$ cat src/ppc_pkg.sv
package ppc_pkg;

  localparam int CORDIC_STEPS = 16;
  localparam int TABLE_LEN    = 24;
  localparam int CORDIC_ITERS = (CORDIC_STEPS < TABLE_LEN) ? CORDIC_STEPS : TABLE_LEN;
  localparam int STEP_W       = $clog2(TABLE_LEN);
  localparam int MUL_PHASES   = 4;

  localparam int POS_W   = 32;
  localparam int HEAD_W  = 16;
  localparam int ANG_W   = 32;
  localparam int CW      = 34;
  localparam int PROD_W  = POS_W + CW;
  localparam int ACC_W   = PROD_W + 1;
  localparam int FRAC_W  = 30;
  localparam int RX_W    = ACC_W - FRAC_W;
  localparam int SUM_W   = RX_W + 1;

  localparam logic signed [CW-1:0]    CORDIC_GAIN = CW'(652032874);
  localparam logic signed [ACC_W-1:0] ACC_INIT    = ACC_W'(536870912);

  typedef struct packed {
    logic                     mode;
    logic signed [POS_W-1:0]  delta_x;
    logic signed [POS_W-1:0]  delta_y;
    logic signed [HEAD_W-1:0] delta_heading;
  } ppc_in_t;

  typedef struct packed {
    logic signed [POS_W-1:0]  out_x;
    logic signed [POS_W-1:0]  out_y;
    logic signed [HEAD_W-1:0] out_heading;
    logic                     saturated;
  } ppc_out_t;

  typedef struct packed {
    logic              capture;
    logic              step;
    logic              mul_issue;
    logic              commit;
    logic [STEP_W-1:0] idx;
  } ppc_cmd_t;

  typedef struct packed {
    logic in_load;
  } ppc_sts_t;

  // Arctangent of 2^-i as a 32-bit binary angle.
  function automatic logic [ANG_W-1:0] atan_entry(input logic [STEP_W-1:0] i);
    logic [ANG_W-1:0] v;
    case (i)
      5'd0:    v = 32'h20000000;
      5'd1:    v = 32'h12E4051E;
      5'd2:    v = 32'h09FB385B;
      5'd3:    v = 32'h051111D4;
      5'd4:    v = 32'h028B0D43;
      5'd5:    v = 32'h0145D7E1;
      5'd6:    v = 32'h00A2F61E;
      5'd7:    v = 32'h00517C55;
      5'd8:    v = 32'h0028BE53;
      5'd9:    v = 32'h00145F2F;
      5'd10:   v = 32'h000A2F98;
      5'd11:   v = 32'h000517CC;
      5'd12:   v = 32'h00028BE6;
      5'd13:   v = 32'h000145F3;
      5'd14:   v = 32'h0000A2FA;
      5'd15:   v = 32'h0000517D;
      5'd16:   v = 32'h000028BE;
      5'd17:   v = 32'h0000145F;
      5'd18:   v = 32'h00000A30;
      5'd19:   v = 32'h00000518;
      5'd20:   v = 32'h0000028C;
      5'd21:   v = 32'h00000146;
      5'd22:   v = 32'h000000A3;
      5'd23:   v = 32'h00000051;
      default: v = '0;
    endcase
    return v;
  endfunction

endpackage

$ cat src/ppc_datapath.sv
module ppc_datapath (
  input  logic              clk,
  input  logic              rst_n,
  input  ppc_pkg::ppc_cmd_t cmd,
  input  ppc_pkg::ppc_in_t  in_data,
  output ppc_pkg::ppc_sts_t sts,
  output ppc_pkg::ppc_out_t out_data
);
  import ppc_pkg::*;

  logic                     mode_r;
  logic signed [POS_W-1:0]  dx_r, dy_r;
  logic signed [HEAD_W-1:0] dh_r;
  logic signed [CW-1:0]     cx_r, cy_r, cz_r;
  logic signed [PROD_W-1:0] prod_r, prod_nxt;
  logic                     prod_vld_r;
  logic [1:0]               prod_sel_r;
  logic signed [ACC_W-1:0]  accx_r, accy_r;
  logic signed [POS_W-1:0]  pose_x_r, pose_y_r;
  logic signed [HEAD_W-1:0] pose_th_r;
  ppc_out_t                 out_r, out_nxt;

  // CORDIC start: headings in the left half-plane begin at (-K, 0) with pi added.
  logic [ANG_W-1:0]     ang;
  logic                 flip;
  logic signed [CW-1:0] z_init, x_init;

  assign ang    = {pose_th_r, 16'h0000};
  assign flip   = ang[ANG_W-1] ^ ang[ANG_W-2];
  assign z_init = CW'($signed(ang ^ {flip, {(ANG_W-1){1'b0}}}));
  assign x_init = flip ? -CORDIC_GAIN : CORDIC_GAIN;

  logic signed [CW-1:0] xs, ys, at;

  assign xs = cx_r >>> cmd.idx;
  assign ys = cy_r >>> cmd.idx;
  assign at = CW'($signed({1'b0, atan_entry(cmd.idx)}));

  // One shared multiplier: dx*c, dy*s, dx*s, dy*c in that order.
  logic [1:0]               mul_sel;
  logic signed [POS_W-1:0]  mul_a;
  logic signed [CW-1:0]     mul_b;

  assign mul_sel  = cmd.idx[1:0];
  assign mul_a    = mul_sel[0] ? dy_r : dx_r;
  assign mul_b    = (mul_sel[0] == mul_sel[1]) ? cx_r : cy_r;
  assign prod_nxt = PROD_W'(mul_a) * PROD_W'(mul_b);

  logic signed [RX_W-1:0]  rx, ry;
  logic signed [SUM_W-1:0] sum_x, sum_y;
  logic                    ovf_x, ovf_y;
  logic signed [POS_W-1:0] clip_x, clip_y;

  assign rx    = RX_W'(accx_r >>> FRAC_W);
  assign ry    = RX_W'(accy_r >>> FRAC_W);
  assign sum_x = SUM_W'(pose_x_r) + SUM_W'(rx);
  assign sum_y = SUM_W'(pose_y_r) + SUM_W'(ry);
  assign ovf_x = |sum_x[SUM_W-1:POS_W-1] && !(&sum_x[SUM_W-1:POS_W-1]);
  assign ovf_y = |sum_y[SUM_W-1:POS_W-1] && !(&sum_y[SUM_W-1:POS_W-1]);

  always_comb begin
    if (ovf_x) begin
      clip_x = sum_x[SUM_W-1] ? {1'b1, {(POS_W-1){1'b0}}} : {1'b0, {(POS_W-1){1'b1}}};
    end else begin
      clip_x = sum_x[POS_W-1:0];
    end
    if (ovf_y) begin
      clip_y = sum_y[SUM_W-1] ? {1'b1, {(POS_W-1){1'b0}}} : {1'b0, {(POS_W-1){1'b1}}};
    end else begin
      clip_y = sum_y[POS_W-1:0];
    end
    if (mode_r) begin
      out_nxt.out_x       = dx_r;
      out_nxt.out_y       = dy_r;
      out_nxt.out_heading = dh_r;
      out_nxt.saturated   = 1'b0;
    end else begin
      out_nxt.out_x       = clip_x;
      out_nxt.out_y       = clip_y;
      out_nxt.out_heading = pose_th_r + dh_r;
      out_nxt.saturated   = ovf_x || ovf_y;
    end
  end

  always_ff @(posedge clk) begin
    if (!rst_n) begin
      pose_x_r   <= '0;
      pose_y_r   <= '0;
      pose_th_r  <= '0;
      prod_vld_r <= 1'b0;
    end else begin
      prod_vld_r <= cmd.mul_issue;
      if (cmd.commit) begin
        pose_x_r  <= out_nxt.out_x;
        pose_y_r  <= out_nxt.out_y;
        pose_th_r <= out_nxt.out_heading;
      end
    end
  end

  always_ff @(posedge clk) begin
    if (cmd.capture) begin
      mode_r <= in_data.mode;
      dx_r   <= in_data.delta_x;
      dy_r   <= in_data.delta_y;
      dh_r   <= in_data.delta_heading;
      cx_r   <= x_init;
      cy_r   <= '0;
      cz_r   <= z_init;
      accx_r <= ACC_INIT;
      accy_r <= ACC_INIT;
    end else if (cmd.step) begin
      if (!cz_r[CW-1]) begin
        cx_r <= cx_r - ys;
        cy_r <= cy_r + xs;
        cz_r <= cz_r - at;
      end else begin
        cx_r <= cx_r + ys;
        cy_r <= cy_r - xs;
        cz_r <= cz_r + at;
      end
    end
    if (cmd.mul_issue) begin
      prod_r     <= prod_nxt;
      prod_sel_r <= mul_sel;
    end
    if (prod_vld_r) begin
      unique case (prod_sel_r)
        2'd0:    accx_r <= accx_r + ACC_W'(prod_r);
        2'd1:    accx_r <= accx_r - ACC_W'(prod_r);
        default: accy_r <= accy_r + ACC_W'(prod_r);
      endcase
    end
    if (cmd.commit) begin
      out_r <= out_nxt;
    end
  end

  assign sts.in_load = in_data.mode;
  assign out_data    = out_r;

endmodule

$ cat config.mk
export PLATFORM = sky130hd
export DESIGN_NAME = ppc_datapath
export DESIGN_NICKNAME = d
export VERILOG_FILES = /design/src/ppc_pkg.sv /design/src/ppc_datapath.sv
export SDC_FILE = /design/constraint.sdc
export NUM_CORES = 2
export LEC_CHECK = 0
export BUFFER_PORTS_ARGS = -buffer_cell sky130_fd_sc_hd__buf_4
export CAP_MARGIN = 0
export CORE_MARGIN = 2
export CORE_UTILIZATION = 60
export CTS_CLUSTER_SIZE = 14
export DETAILED_ROUTE_END_ITERATION = 10
export PLACE_DENSITY_LB_ADDON = 0.25
export SLEW_MARGIN = 30
export SYNTH_ARGS = -nofsm -noshare
export SYNTH_HDL_FRONTEND = slang
export SYNTH_SLANG_ARGS = --single-unit
$ cat constraint.sdc
create_clock -name clk -period 33.1 [get_ports clk]
set_input_delay 6.62 -clock clk [delete_from_list [all_inputs] [get_ports clk]]
set_output_delay 6.62 -clock clk [all_outputs]
set_load 0.05 [all_outputs]
==> flow_summary.toml <==
[cts]
clkTransAtPathRegs_ns = 0.06
numClockSinks = 547
clk_latency_ns = 0.72
clk_path_buf_depth = 3
post-cts-setup-buffer-count = 0
cts-resized-gates = 0
cts_tree = "done"
cts-root-buf = "clkbuf_16"
cts_inserted_buffers = 70
cts_max_level = 3
cts_hold_buf = 0

[layout]
fin_util = 0.6431
area.growth.synth_to_final_pct = 6.716
nNetsFinal = 10730
drive_above_1_share = 0.07547
num-fill-cells = 11210

[detailed_routing]
drt-total-wl_mm = 283.4
ant_nets = 0
via_per_inst = 6.393
drt_iter0_drc = 7693
route.detailed.drc = 0
drt-pass1-iter-count = 7
dr_total_vias = 69090
wl_per_cell_um = 26.22

[synth]
syn_inst = 9014
seq_area_frac_synth = 0.1713
ys.flop_type = "edfxtp_1"
avgSynthCellArea_um2 = 9.023
synth_nets = 10770
synthDistinctLibCells = 101
async_flop_share = 0
synth_edf_count = 298
ys_warn_count = 0
ys_ff_latch = 547
synthesis.area_um2 = 81340

[timing]
finalHoldViolations = 0
setup-tns-final_ns = 0
slew_headroom = 0.2597
fmax_mhz = 56.35
fin_crit_sh = 0.5362
worstMarginPinSlew_ns = 1.110
rsz0062_at_grt = "false"
clock_skew_ns = 0.06947
finalSetupViolCount = 0
finalMaxSlewViolations = 0
setup_slack_ns = 15.35
finalCriticalPeriod_ns = 17.75

[critical_path]
cp.required_ns = 33.56
reg2regPathDepth = 26
cp-end-kind = "flop"
crit_type = "primary input to flop"
cp_slowest_stage_delay_ns = 1.07
startpoint_type = "primary input"
slowest_stage = "fa_1"
crit_top_cell = "fa_1"
arrival_ns = 18.21
crit_fanout = 56

[floorplanning]
ioPinCount = 174
dieHeight_um = 372.2
fp-row-count = 135
start_util = 0.6027
dieArea_um2 = 138500
coreArea_um2 = 135000
dieWidth_um = 372.2

[grt]
antenna_found_initial = 17
grt_usage = 0.4088
grt_overflow = 0
grt_pass1_vias = 68590
grt_pass1_wl_mm = 420.8
grt_max_degree = 112

[run_status]
outcome = "finished clean"

[job]
drv_cap = 0

[worst_hold_path]
min_path_cells = 2
hp-class = "flop to flop"

[place]
dp_hpwl_mm = 219.7
pre_cts_slack_ns = 14.92
routabilityCongestion = 1.045
port_buffers = 173
-- critical path: cells and delay by family --
kind | cells | cell delay [ns]
and+or+nand+nor | 1 | 0.13
AOI/OAI and AO/OA | 12 | 2.38
buffers and inverters | 9 | 2.94
adders and majority gates | 10 | 6.01
-- through the flow --
stage | hold slack, ns | instance area [µm²] | cells
after floorplan | 0.4292 | 81340 | 9014
after detailed placement | 0.4489 | 84290 | 10680
final | 0.4613 | 86800 | 10810
after CTS | 0.4610 | 86780 | 10800
after global placement | 0.4393 | 84270 | 10680
after global routing | 0.4896 | 86790 | 10800
-- final timing paths --
path / from / to / slack [ns]
max reg2reg: dy_r[4] / prod_r[64] / 23.20
max: cmd[0] / prod_r[64] / 15.35
min reg2reg: pose_y_r[18] / pose_y_r[18] / 0.46
min: pose_y_r[18] / pose_y_r[18] / 0.46
-- placed cells by master, fill, tap and decap left out, drive strengths merged, types with 86 or more instances in the layout --
| cell type | instances |
|---|---|
| xor2 | 202 |
| a21o | 225 |
| xnor2 | 296 |
| mux2i | 145 |
| nor2 | 1000 |
| fa | 1150 |
| buf | 280 |
| edfxtp | 298 |
| clkbuf | 86 |
| nand3b | 121 |
| inv | 1203 |
| a21oi | 499 |
| ha | 517 |
| dfxtp | 249 |
| o21ai | 444 |
| nor3 | 94 |
| mux2 | 100 |
| nand2 | 933 |
-- cells in the mapped netlist, drive strengths merged (100+ instances only) --
cell,count,share of area
inv,1199,0.055
fa,1150,0.28
nor2,1000,0.046
nand2,933,0.043
ha,517,0.080
a21oi,499,0.031
o21ai,444,0.027
clkbuf,338,0.017
edfxtp,298,0.11
xnor2,296,0.032
dfxtp,249,0.061
a21o,225,0.021
xor2,202,0.022
mux2i,145,0.018
nand3b,121,0.011
mux2,100,0.014
-- layout make-up --
cell class | instances | area, µm² | area share
repair buffers | 280 | 2121 | 0.02443
diodes | 2 | 5.005 | 0.00005766
clock buffers | 86 | 1872 | 0.02156
flip-flops and latches | 547 | 13930 | 0.1605
inverters | 1204 | 4521 | 0.05208
multi-input cells | 6863 | 61500 | 0.7085
well taps | 1781 | 2228 | 0.02567
clock inverters | 43 | 618.1 | 0.007121
-- logic make-up after synthesis --
kind of cell / Yosys count / synth area share
AO/OA/AOI/OAI: 1777 / 0.1386
XOR/XNOR: 498 / 0.05363
buffers and inverters: 1604 / 0.07702
flip-flops: 547 / 0.1713
AND/OR/NAND/NOR: 2592 / 0.1415
adder cells (fa/ha/maj): 1668 / 0.3627
multiplexers: 328 / 0.05527
-- metal layers --
| layer | vias to the layer above | GRT usage | share of wire |
|---|---|---|---|
| li1 | 29920 | - | - |
| met1 | 33940 | 0.5245 | 0.37 |
| met2 | 4176 | 0.6201 | 0.44 |
| met3 | 1034 | 0.1063 | 0.12 |
| met4 | 16 | 0.2502 | 0.074 |
| met5 | - | 0.005594 | 0.00068 |
-- flip-flops by register name, summed over array words and instances (netlist names), 34 cells and up --
register	cells
accx_r	67
accy_r	67
cx_r	34
cy_r	34
cz_r	34
out_data	81
prod_r	66
Power is left out: the tool's default activity adds up to more than one toggle a clock period on the data nets, which glitch-free logic cannot reach.
