`src/ppc_pkg.sv`:
```
package ppc_pkg;

  localparam int CORDIC_STEPS = 16;
  localparam int TABLE_LEN    = 24;
  localparam int CORDIC_ITERS = (CORDIC_STEPS < TABLE_LEN) ? CORDIC_STEPS : TABLE_LEN;
  localparam int STEP_W       = $clog2(TABLE_LEN);
  localparam int MUL_PHASES   = 4;

  localparam int POS_W   = 32;
  localparam int HEAD_W  = 16;
  localparam int ANG_W   = 32;
  localparam int CW      = 34;
  localparam int PROD_W  = POS_W + CW;
  localparam int ACC_W   = PROD_W + 1;
  localparam int FRAC_W  = 30;
  localparam int RX_W    = ACC_W - FRAC_W;
  localparam int SUM_W   = RX_W + 1;

  localparam logic signed [CW-1:0]    CORDIC_GAIN = CW'(652032874);
  localparam logic signed [ACC_W-1:0] ACC_INIT    = ACC_W'(536870912);

  typedef struct packed {
    logic                     mode;
    logic signed [POS_W-1:0]  delta_x;
    logic signed [POS_W-1:0]  delta_y;
    logic signed [HEAD_W-1:0] delta_heading;
  } ppc_in_t;

  typedef struct packed {
    logic signed [POS_W-1:0]  out_x;
    logic signed [POS_W-1:0]  out_y;
    logic signed [HEAD_W-1:0] out_heading;
    logic                     saturated;
  } ppc_out_t;

  typedef struct packed {
    logic              capture;
    logic              step;
    logic              mul_issue;
    logic              commit;
    logic [STEP_W-1:0] idx;
  } ppc_cmd_t;

  typedef struct packed {
    logic in_load;
  } ppc_sts_t;

  // Arctangent of 2^-i as a 32-bit binary angle.
  function automatic logic [ANG_W-1:0] atan_entry(input logic [STEP_W-1:0] i);
    logic [ANG_W-1:0] v;
    case (i)
      5'd0:    v = 32'h20000000;
      5'd1:    v = 32'h12E4051E;
      5'd2:    v = 32'h09FB385B;
      5'd3:    v = 32'h051111D4;
      5'd4:    v = 32'h028B0D43;
      5'd5:    v = 32'h0145D7E1;
      5'd6:    v = 32'h00A2F61E;
      5'd7:    v = 32'h00517C55;
      5'd8:    v = 32'h0028BE53;
      5'd9:    v = 32'h00145F2F;
      5'd10:   v = 32'h000A2F98;
      5'd11:   v = 32'h000517CC;
      5'd12:   v = 32'h00028BE6;
      5'd13:   v = 32'h000145F3;
      5'd14:   v = 32'h0000A2FA;
      5'd15:   v = 32'h0000517D;
      5'd16:   v = 32'h000028BE;
      5'd17:   v = 32'h0000145F;
      5'd18:   v = 32'h00000A30;
      5'd19:   v = 32'h00000518;
      5'd20:   v = 32'h0000028C;
      5'd21:   v = 32'h00000146;
      5'd22:   v = 32'h000000A3;
      5'd23:   v = 32'h00000051;
      default: v = '0;
    endcase
    return v;
  endfunction

endpackage

```
`src/ppc_ctrl.sv`:
```
module ppc_ctrl (
  input  logic              clk,
  input  logic              rst_n,
  input  logic              in_valid,
  input  logic              out_stall,
  input  ppc_pkg::ppc_sts_t sts,
  output logic              in_stall,
  output logic              out_valid,
  output ppc_pkg::ppc_cmd_t cmd
);
  import ppc_pkg::*;

  localparam logic [2:0] S_IDLE  = 3'd0;
  localparam logic [2:0] S_ROT   = 3'd1;
  localparam logic [2:0] S_MUL   = 3'd2;
  localparam logic [2:0] S_DRAIN = 3'd3;
  localparam logic [2:0] S_FIN   = 3'd4;

  logic [2:0]        state_r, state_nxt;
  logic [STEP_W-1:0] cnt_r, cnt_nxt;
  logic              out_valid_r, out_valid_nxt;

  always_comb begin
    state_nxt     = state_r;
    cnt_nxt       = cnt_r;
    out_valid_nxt = out_valid_r && out_stall;
    cmd           = '0;
    cmd.idx       = cnt_r;
    unique case (state_r)
      S_IDLE: begin
        if (in_valid) begin
          cmd.capture = 1'b1;
          cnt_nxt     = '0;
          state_nxt   = sts.in_load ? S_FIN : S_ROT;
        end
      end
      S_ROT: begin
        cmd.step = 1'b1;
        if (cnt_r == STEP_W'(CORDIC_ITERS - 1)) begin
          cnt_nxt   = '0;
          state_nxt = S_MUL;
        end else begin
          cnt_nxt = cnt_r + 1'b1;
        end
      end
      S_MUL: begin
        cmd.mul_issue = 1'b1;
        if (cnt_r == STEP_W'(MUL_PHASES - 1)) begin
          state_nxt = S_DRAIN;
        end else begin
          cnt_nxt = cnt_r + 1'b1;
        end
      end
      S_DRAIN: begin
        state_nxt = S_FIN;
      end
      S_FIN: begin
        if (!out_valid_r || !out_stall) begin
          cmd.commit    = 1'b1;
          out_valid_nxt = 1'b1;
          state_nxt     = S_IDLE;
        end
      end
      default: begin
        state_nxt = S_IDLE;
      end
    endcase
  end

  always_ff @(posedge clk) begin
    if (!rst_n) begin
      state_r     <= S_IDLE;
      cnt_r       <= '0;
      out_valid_r <= 1'b0;
    end else begin
      state_r     <= state_nxt;
      cnt_r       <= cnt_nxt;
      out_valid_r <= out_valid_nxt;
    end
  end

  assign in_stall  = (state_r != S_IDLE);
  assign out_valid = out_valid_r;

endmodule

```
`config.mk`:
```
export PLATFORM = sky130hd
export DESIGN_NAME = ppc_ctrl
export DESIGN_NICKNAME = d
export VERILOG_FILES = /design/src/ppc_pkg.sv /design/src/ppc_ctrl.sv
export SDC_FILE = /design/constraint.sdc
export NUM_CORES = 1
export LEC_CHECK = 0
export BUFFER_PORTS_ARGS = -buffer_cell sky130_fd_sc_hd__buf_4
export CAP_MARGIN = 20
export CORE_ASPECT_RATIO = 0.8
export CORE_MARGIN = 2
export CORE_UTILIZATION = 30
export CTS_BUF_LIST = sky130_fd_sc_hd__clkbuf_16
export CTS_CLUSTER_SIZE = 30
export DETAILED_ROUTE_END_ITERATION = 12
export HOLD_SLACK_MARGIN = 0.06
export PLACE_DENSITY = 0.54
export SLEW_MARGIN = 40
export SYNTH_ARGS = -nofsm -noshare
export SYNTH_HDL_FRONTEND = slang
export SYNTH_SLANG_ARGS = --single-unit
```
`constraint.sdc`:
```
create_clock -name clk -period 1.9 [get_ports clk]
set_input_delay 0.095 -clock clk [delete_from_list [all_inputs] [get_ports clk]]
set_output_delay 0.095 -clock clk [all_outputs]
set_load 0.02 [all_outputs]
```
==> results.sh, run 1 <==
export IMPL_detail_route_vias_per_cell=4.70
export IMPL_hold_buffers=0
export IMPL_insertion_delay_ns=0.24
export IMPL_initial_utilization_pct=31.7
export IMPL_r2r_slack_ns=0.17
export IMPL_totalWireLength_mm=1.26
export IMPL_timing_final_crit_share_pct=91.0
export IMPL_core_area_mm2=0.00186
export IMPL_antenna_found_initial=0
export IMPL_clkTransAtPathRegs_ns=0.04
export IMPL_nNetsFinal=97
export IMPL_met3_usage_pct=4.14
export IMPL_netlist_instances=69
export IMPL_cts_tree="yes"
export IMPL_end_kind="flop"
export IMPL_grt_pass1_vias=460
export IMPL_cp_startpoint="cnt_r[0]"
export IMPL_instances_no_fill=112
export IMPL_syn_mean_instance_area_um2=8.52
export IMPL_arrival_ns=1.90
export IMPL_grtUsageMet2_pct=16.5
export IMPL_hpwl_um=935
export IMPL_p_leak_nw=0.372
export IMPL_die_height_um=43.6
export IMPL_worst_pin_slew_ns=0.467
export IMPL_clockRootBuffer="clkbuf_16"
export IMPL_antennaDiodeCount=0
export IMPL_reg2reg_to="cnt_r[4]"
export IMPL_r2r_cells=7
export IMPL_min_period_ns=1.73
export IMPL_slew_headroom_pct=68.8
export IMPL_overflow=0
export IMPL_hold_end="out_valid"
export IMPL_cellPowerDensity_mw_per_mm2=901
export IMPL_place_gp_congestion=0.763
export IMPL_synth_seq_cells=9
export IMPL_wl_per_cell_um=11.3
export IMPL_fin_setup_tns_ns=0
export IMPL_syn_nets=77
export IMPL_area_growth_synth_to_final_pct=39.8
export IMPL_max_freq_ghz=0.578
export IMPL_drc=0
export IMPL_crit_type="reg2reg"
export IMPL_min_path_cells=3
export IMPL_drive_gt1_share_pct=36.4
export IMPL_ant_nets=0
export IMPL_clockBufferDepth=2
export IMPL_drt_iter0_markers=5
export IMPL_hp_start="out_stall"
export IMPL_r2r_start="cnt_r[0]"
export IMPL_grt_usage_pct=13.1
export IMPL_hold_violations=0
export IMPL_cp_start_kind="flop"
export IMPL_drv_slew=0
export IMPL_placementRows=14
export IMPL_cap_violations=0
export IMPL_min_path_type="in2reg"
export IMPL_ioPinCount=16
export IMPL_placed_cells=108
export IMPL_die_width_um=53.5
export IMPL_vdd_ir_drop_worst_uv=485
export IMPL_power_total_w=0.000740
export IMPL_crit_required_ns=2.07
export IMPL_skew_ns=0.00152
export IMPL_yosysWarnings=0
export IMPL_outcome="complete, no violations"
export IMPL_crit_fanout=4
export IMPL_gr_max_usage_layer="met1"
export IMPL_io_buffers=15
export IMPL_seq_area_frac_synth_pct=30.6
export IMPL_use_met1_pct=18.5
export IMPL_setup_violations=0
export IMPL_cts_sinks=9
export IMPL_grt_max_degree=14
export IMPL_rsz0062_at_grt="false"
export IMPL_yosysUniqueCellTypes=28
export IMPL_dr_pass1_iters=3
export IMPL_cts_buffers=3
export IMPL_vias=526
export IMPL_synth_area_um2=588
export IMPL_h_tree_depth=1
export IMPL_die_area_mm2=0.00233
export IMPL_grt_pass1_wl_mm=2.10
final cells by class:
type | count | area, um^2
clock buffer | 3 | 75.1
inverter | 5 | 18.8
timing repair buffer | 18 | 135
multi-input combinational | 52 | 377
tap | 24 | 30.0
fill | 203 | 1030
sequential | 9 | 183
clock inverter | 1 | 3.75
logic make-up (layout without fill, tap and decap cells):
family	after synthesis	count (layout)	share of synthesized area [%]
DFF	9	9	30.6
buffers and inverters	8	27	5.74
AOI/OAI and AO/OA	13	13	18.7
xor gates and xnor gates	2	2	2.98
muxes	4	4	6.81
and+or+nand+nor	30	30	28.7
adders and majority gates	3	3	6.38
worst max-delay path by stage:
stage	endpoint	slack, ns	depth (start not counted)
finish	cnt_r[4]	0.17	7
global route	cnt_r[4]	0.002	7
CTS	cnt_r[4]	0.11	7
detailed placement	cnt_r[4]	0.13	7
global placement	cnt_r[4]	0.19	7
floorplan	cnt_r[4]	0.1	7
registers in the layout, indices dropped and copies added (netlist names):
signal     cells
cnt_r          5
out_valid      1
state_r        3
stage by stage:
| step | util [%] | worst slack (ns) | hold WS, ns | cell area, um^2 |
|---|---|---|---|---|
| 2_1_floorplan | - | 0.0971 | 0.242 | 588 |
| 3_3_place_gp | 39.8 | 0.192 | 0.403 | 738 |
| 3_5_place_dp | 39.8 | 0.129 | 0.403 | 738 |
| 4_1_cts | 44.0 | 0.108 | 0.154 | 817 |
| 5_1_grt | 44.3 | 0.00233 | 0.166 | 822 |
| 6_report | 44.3 | 0.170 | 0.153 | 822 |
critical path, cell delays in order, from the launching register on:
cell and delay [ns]:
dfxtp_2 0.35, ha_2 0.19, nand3_1 0.10, inv_1 0.07, ha_1 0.21, o21ai_0 0.16
or3b_2 0.45, a21boi_1 0.12
cell usage in the layout (no fill, tap or decap), drive strengths merged, types with 4 or more instances in the layout:
cell type,count
a21oi,4
buf,18
nand2,7
inv,6
mux2i,4
nor2,7
dfxtp,9
power breakdown:
group          internal [W]  switching (W)  leakage (nW)
clock              0.000276       0.000102        0.0423
sequential         0.000202      0.0000190        0.0740
combinational     0.0000684      0.0000739         0.256
total              0.000546       0.000194         0.372
synthesized netlist by cell type:
master / count / area share [%]
dfxtp_1: 9 / 31
nand2_1: 7 / 4.5
nor2_1: 7 / 4.5
inv_1: 5 / 3.2
mux2i_1: 4 / 6.8
a21oi_1: 3 / 2.6
buf_2: 3 / 2.6
ha_1: 3 / 6.4
nand2b_1: 3 / 3.2
nand3_1: 3 / 2.6
nand3b_1: 2 / 2.6
o21ai_0: 2 / 1.7
or3_1: 2 / 2.1
xor2_1: 2 / 3.0
a21boi_0: 1 / 1.3
a21boi_1: 1 / 1.3
a21o_1: 1 / 1.3
a21oi_4: 1 / 2.8
a32oi_1: 1 / 1.5
and2_1: 1 / 1.1
and3_2: 1 / 1.3
o211ai_4: 1 / 3.6
o21a_2: 1 / 1.5
o31ai_1: 1 / 1.3
or3_2: 1 / 1.3
or3b_2: 1 / 1.5
or3b_4: 1 / 1.9
or4b_4: 1 / 2.3
metal layers:
metal  routed length [um]  part of all wire [%]
met2                  501                    40
met1                  678                    54
met3                   47                   3.7
met5                    0                     0
met4                   37                   2.9
timing repair:
| item | in CTS | in global routing |
|---|---|---|
| setup buffers | 0 | 0 |
| endpoints found under the hold margin | 0 | 0 |
| resized for setup | 0 | 3 |
| setup endpoints to repair | 0 | 1 |
(Power assumes the default switching activity.)
==> run 2, diff against run 1 <==
- PLACE_DENSITY: 0.54 -> 0.56
==> results.sh, run 2 (synthesis gave the netlist of run 1 again) <==
export IMPL_max_freq_ghz=0.583
export IMPL_io_buffers=15
export IMPL_dpl_worst_slack_ns=0.142
export IMPL_cp_start_kind="flop"
export IMPL_outcome="complete, no violations"
export IMPL_vias=525
export IMPL_placementRows=14
export IMPL_hold_buffers=0
export IMPL_crit_fanout=4
export IMPL_r2r_cells=7
export IMPL_drc=0
export IMPL_min_period_ns=1.71
export IMPL_worst_pin_slew_ns=0.450
export IMPL_die_height_um=43.6
export IMPL_skew_ns=0.00368
export IMPL_ant_nets=0
export IMPL_multi_input_area_um2=377
export IMPL_clkTransAtPathRegs_ns=0.04
export IMPL_most_common_layout_cells="17 x buf_4, 7 x nor2_1, 7 x nand2_1, 7 x dfxtp_1, 5 x inv_1"
export IMPL_grt_pass1_vias=502
export IMPL_antenna_found_initial=0
export IMPL_cap_violations=0
export IMPL_initial_utilization_pct=31.7
export IMPL_timing_final_crit_share_pct=90.2
export IMPL_reg2reg_to="cnt_r[4]"
export IMPL_setup_ws_ns=0.186
export IMPL_final_cell_area_um2=816
export IMPL_grt_usage_pct=13.6
export IMPL_nNetsFinal=96
export IMPL_totalWireLength_mm=1.22
export IMPL_h_tree_depth=1
export IMPL_cts_sinks=9
export IMPL_clockRootBuffer="clkbuf_16"
export IMPL_arrival_ns=1.89
export IMPL_wl_per_cell_um=11.0
export IMPL_vdd_ir_drop_worst_uv=536
export IMPL_fin_setup_tns_ns=0
export IMPL_post_cts_setup_buffer_count=0
export IMPL_min_path_cells=3
export IMPL_drv_slew=0
export IMPL_p_leak_nw=0.365
export IMPL_insertion_delay_ns=0.24
export IMPL_die_area_mm2=0.00233
export IMPL_min_path_type="in2reg"
export IMPL_cts_buffers=3
export IMPL_grt_pass1_wl_mm=2.14
export IMPL_dr_pass1_iters=4
export IMPL_crit_end="cnt_r[4]"
export IMPL_cp_startpoint="cnt_r[0]"
export IMPL_cts_resized=0
export IMPL_drive_gt1_share_pct=36.8
export IMPL_hold_violations=0
export IMPL_crit_type="reg2reg"
export IMPL_grt_max_degree=14
export IMPL_ioPinCount=16
export IMPL_antennaDiodeCount=0
export IMPL_fillCellCount=194
export IMPL_core_area_mm2=0.00186
export IMPL_area_growth_synth_to_final_pct=38.7
export IMPL_rsz0062_at_grt="false"
export IMPL_detailed_place_area_um2=731
export IMPL_setup_violations=0
export IMPL_r2r_slack_ns=0.19
export IMPL_crit_required_ns=2.07
export IMPL_overflow=0
export IMPL_register_area_um2=183
export IMPL_largest_register="cnt_r"
export IMPL_clockBufferDepth=2
export IMPL_cts_tree="yes"
export IMPL_drt_iter0_markers=10
export IMPL_r2r_start="cnt_r[0]"
export IMPL_end_kind="flop"
export IMPL_place_gp_congestion=0.779
export IMPL_final_common_cell="buf_4"
export IMPL_hpwl_um=934
export IMPL_die_width_um=53.5
export IMPL_detail_route_vias_per_cell=4.73
export IMPL_cellPowerDensity_mw_per_mm2=907
export IMPL_largest_register_ffs=5
export IMPL_slew_headroom_pct=70.0
## run 2: critical path, stage by stage (launching register included)
cell and delay, ns:
dfxtp_2 0.35, ha_2 0.20, nand3_1 0.10, inv_1 0.08, ha_1 0.21, o21ai_0 0.14
or3b_2 0.45, a21boi_1 0.12
## run 2: worst min-delay path by stage
stage / from / endpoint / slack (ns)
2_1_floorplan: rst_n / state_r[2] / 0.24
3_3_place_gp: out_stall / out_valid / 0.40
3_5_place_dp: out_stall / out_valid / 0.41
4_1_cts: out_stall / out_valid / 0.16
5_1_grt: rst_n / state_r[2] / 0.18
6_report: out_stall / out_valid / 0.16
## run 2: through the flow
step / hold slack (ns) / power [W] / instances / utilization, %
after floorplan: 0.242 / 0.000312 / 69 / -
after global placement: 0.402 / 0.000361 / 107 / 39.4
after detailed placement: 0.406 / 0.000362 / 107 / 39.4
after CTS: 0.157 / 0.000748 / 111 / 43.7
after global routing: 0.182 / 0.000780 / 111 / 43.9
final: 0.159 / 0.000740 / 111 / 43.9
## run 2: per-layer routing
layer / GRT usage [%] / part of all wire (%) / vias up
met5: 0 / 0 / -
met1: 15.6 / 47 / 240
met4: 9.23 / 3.3 / 0
li1: - / - / 272
met3: 6.21 / 4.3 / 5
met2: 20.0 / 46 / 8
## run 2: report_power, final
| group | leakage [nW] | internal (W) | switching (W) |
|---|---|---|---|
| logic | 0.250 | 0.0000654 | 0.0000695 |
| clock network | 0.0409 | 0.000278 | 0.000103 |
| registers | 0.0740 | 0.000202 | 0.0000217 |
## run 2: layout make-up
cell class | count | area share [%]
repair buffers | 17 | 15.6
clock buffers | 3 | 9.20
flip-flops and latches | 9 | 22.4
multi-input cells | 52 | 46.2
well taps | 24 | 3.68
clock inverters | 1 | 0.613
inverters | 5 | 2.30
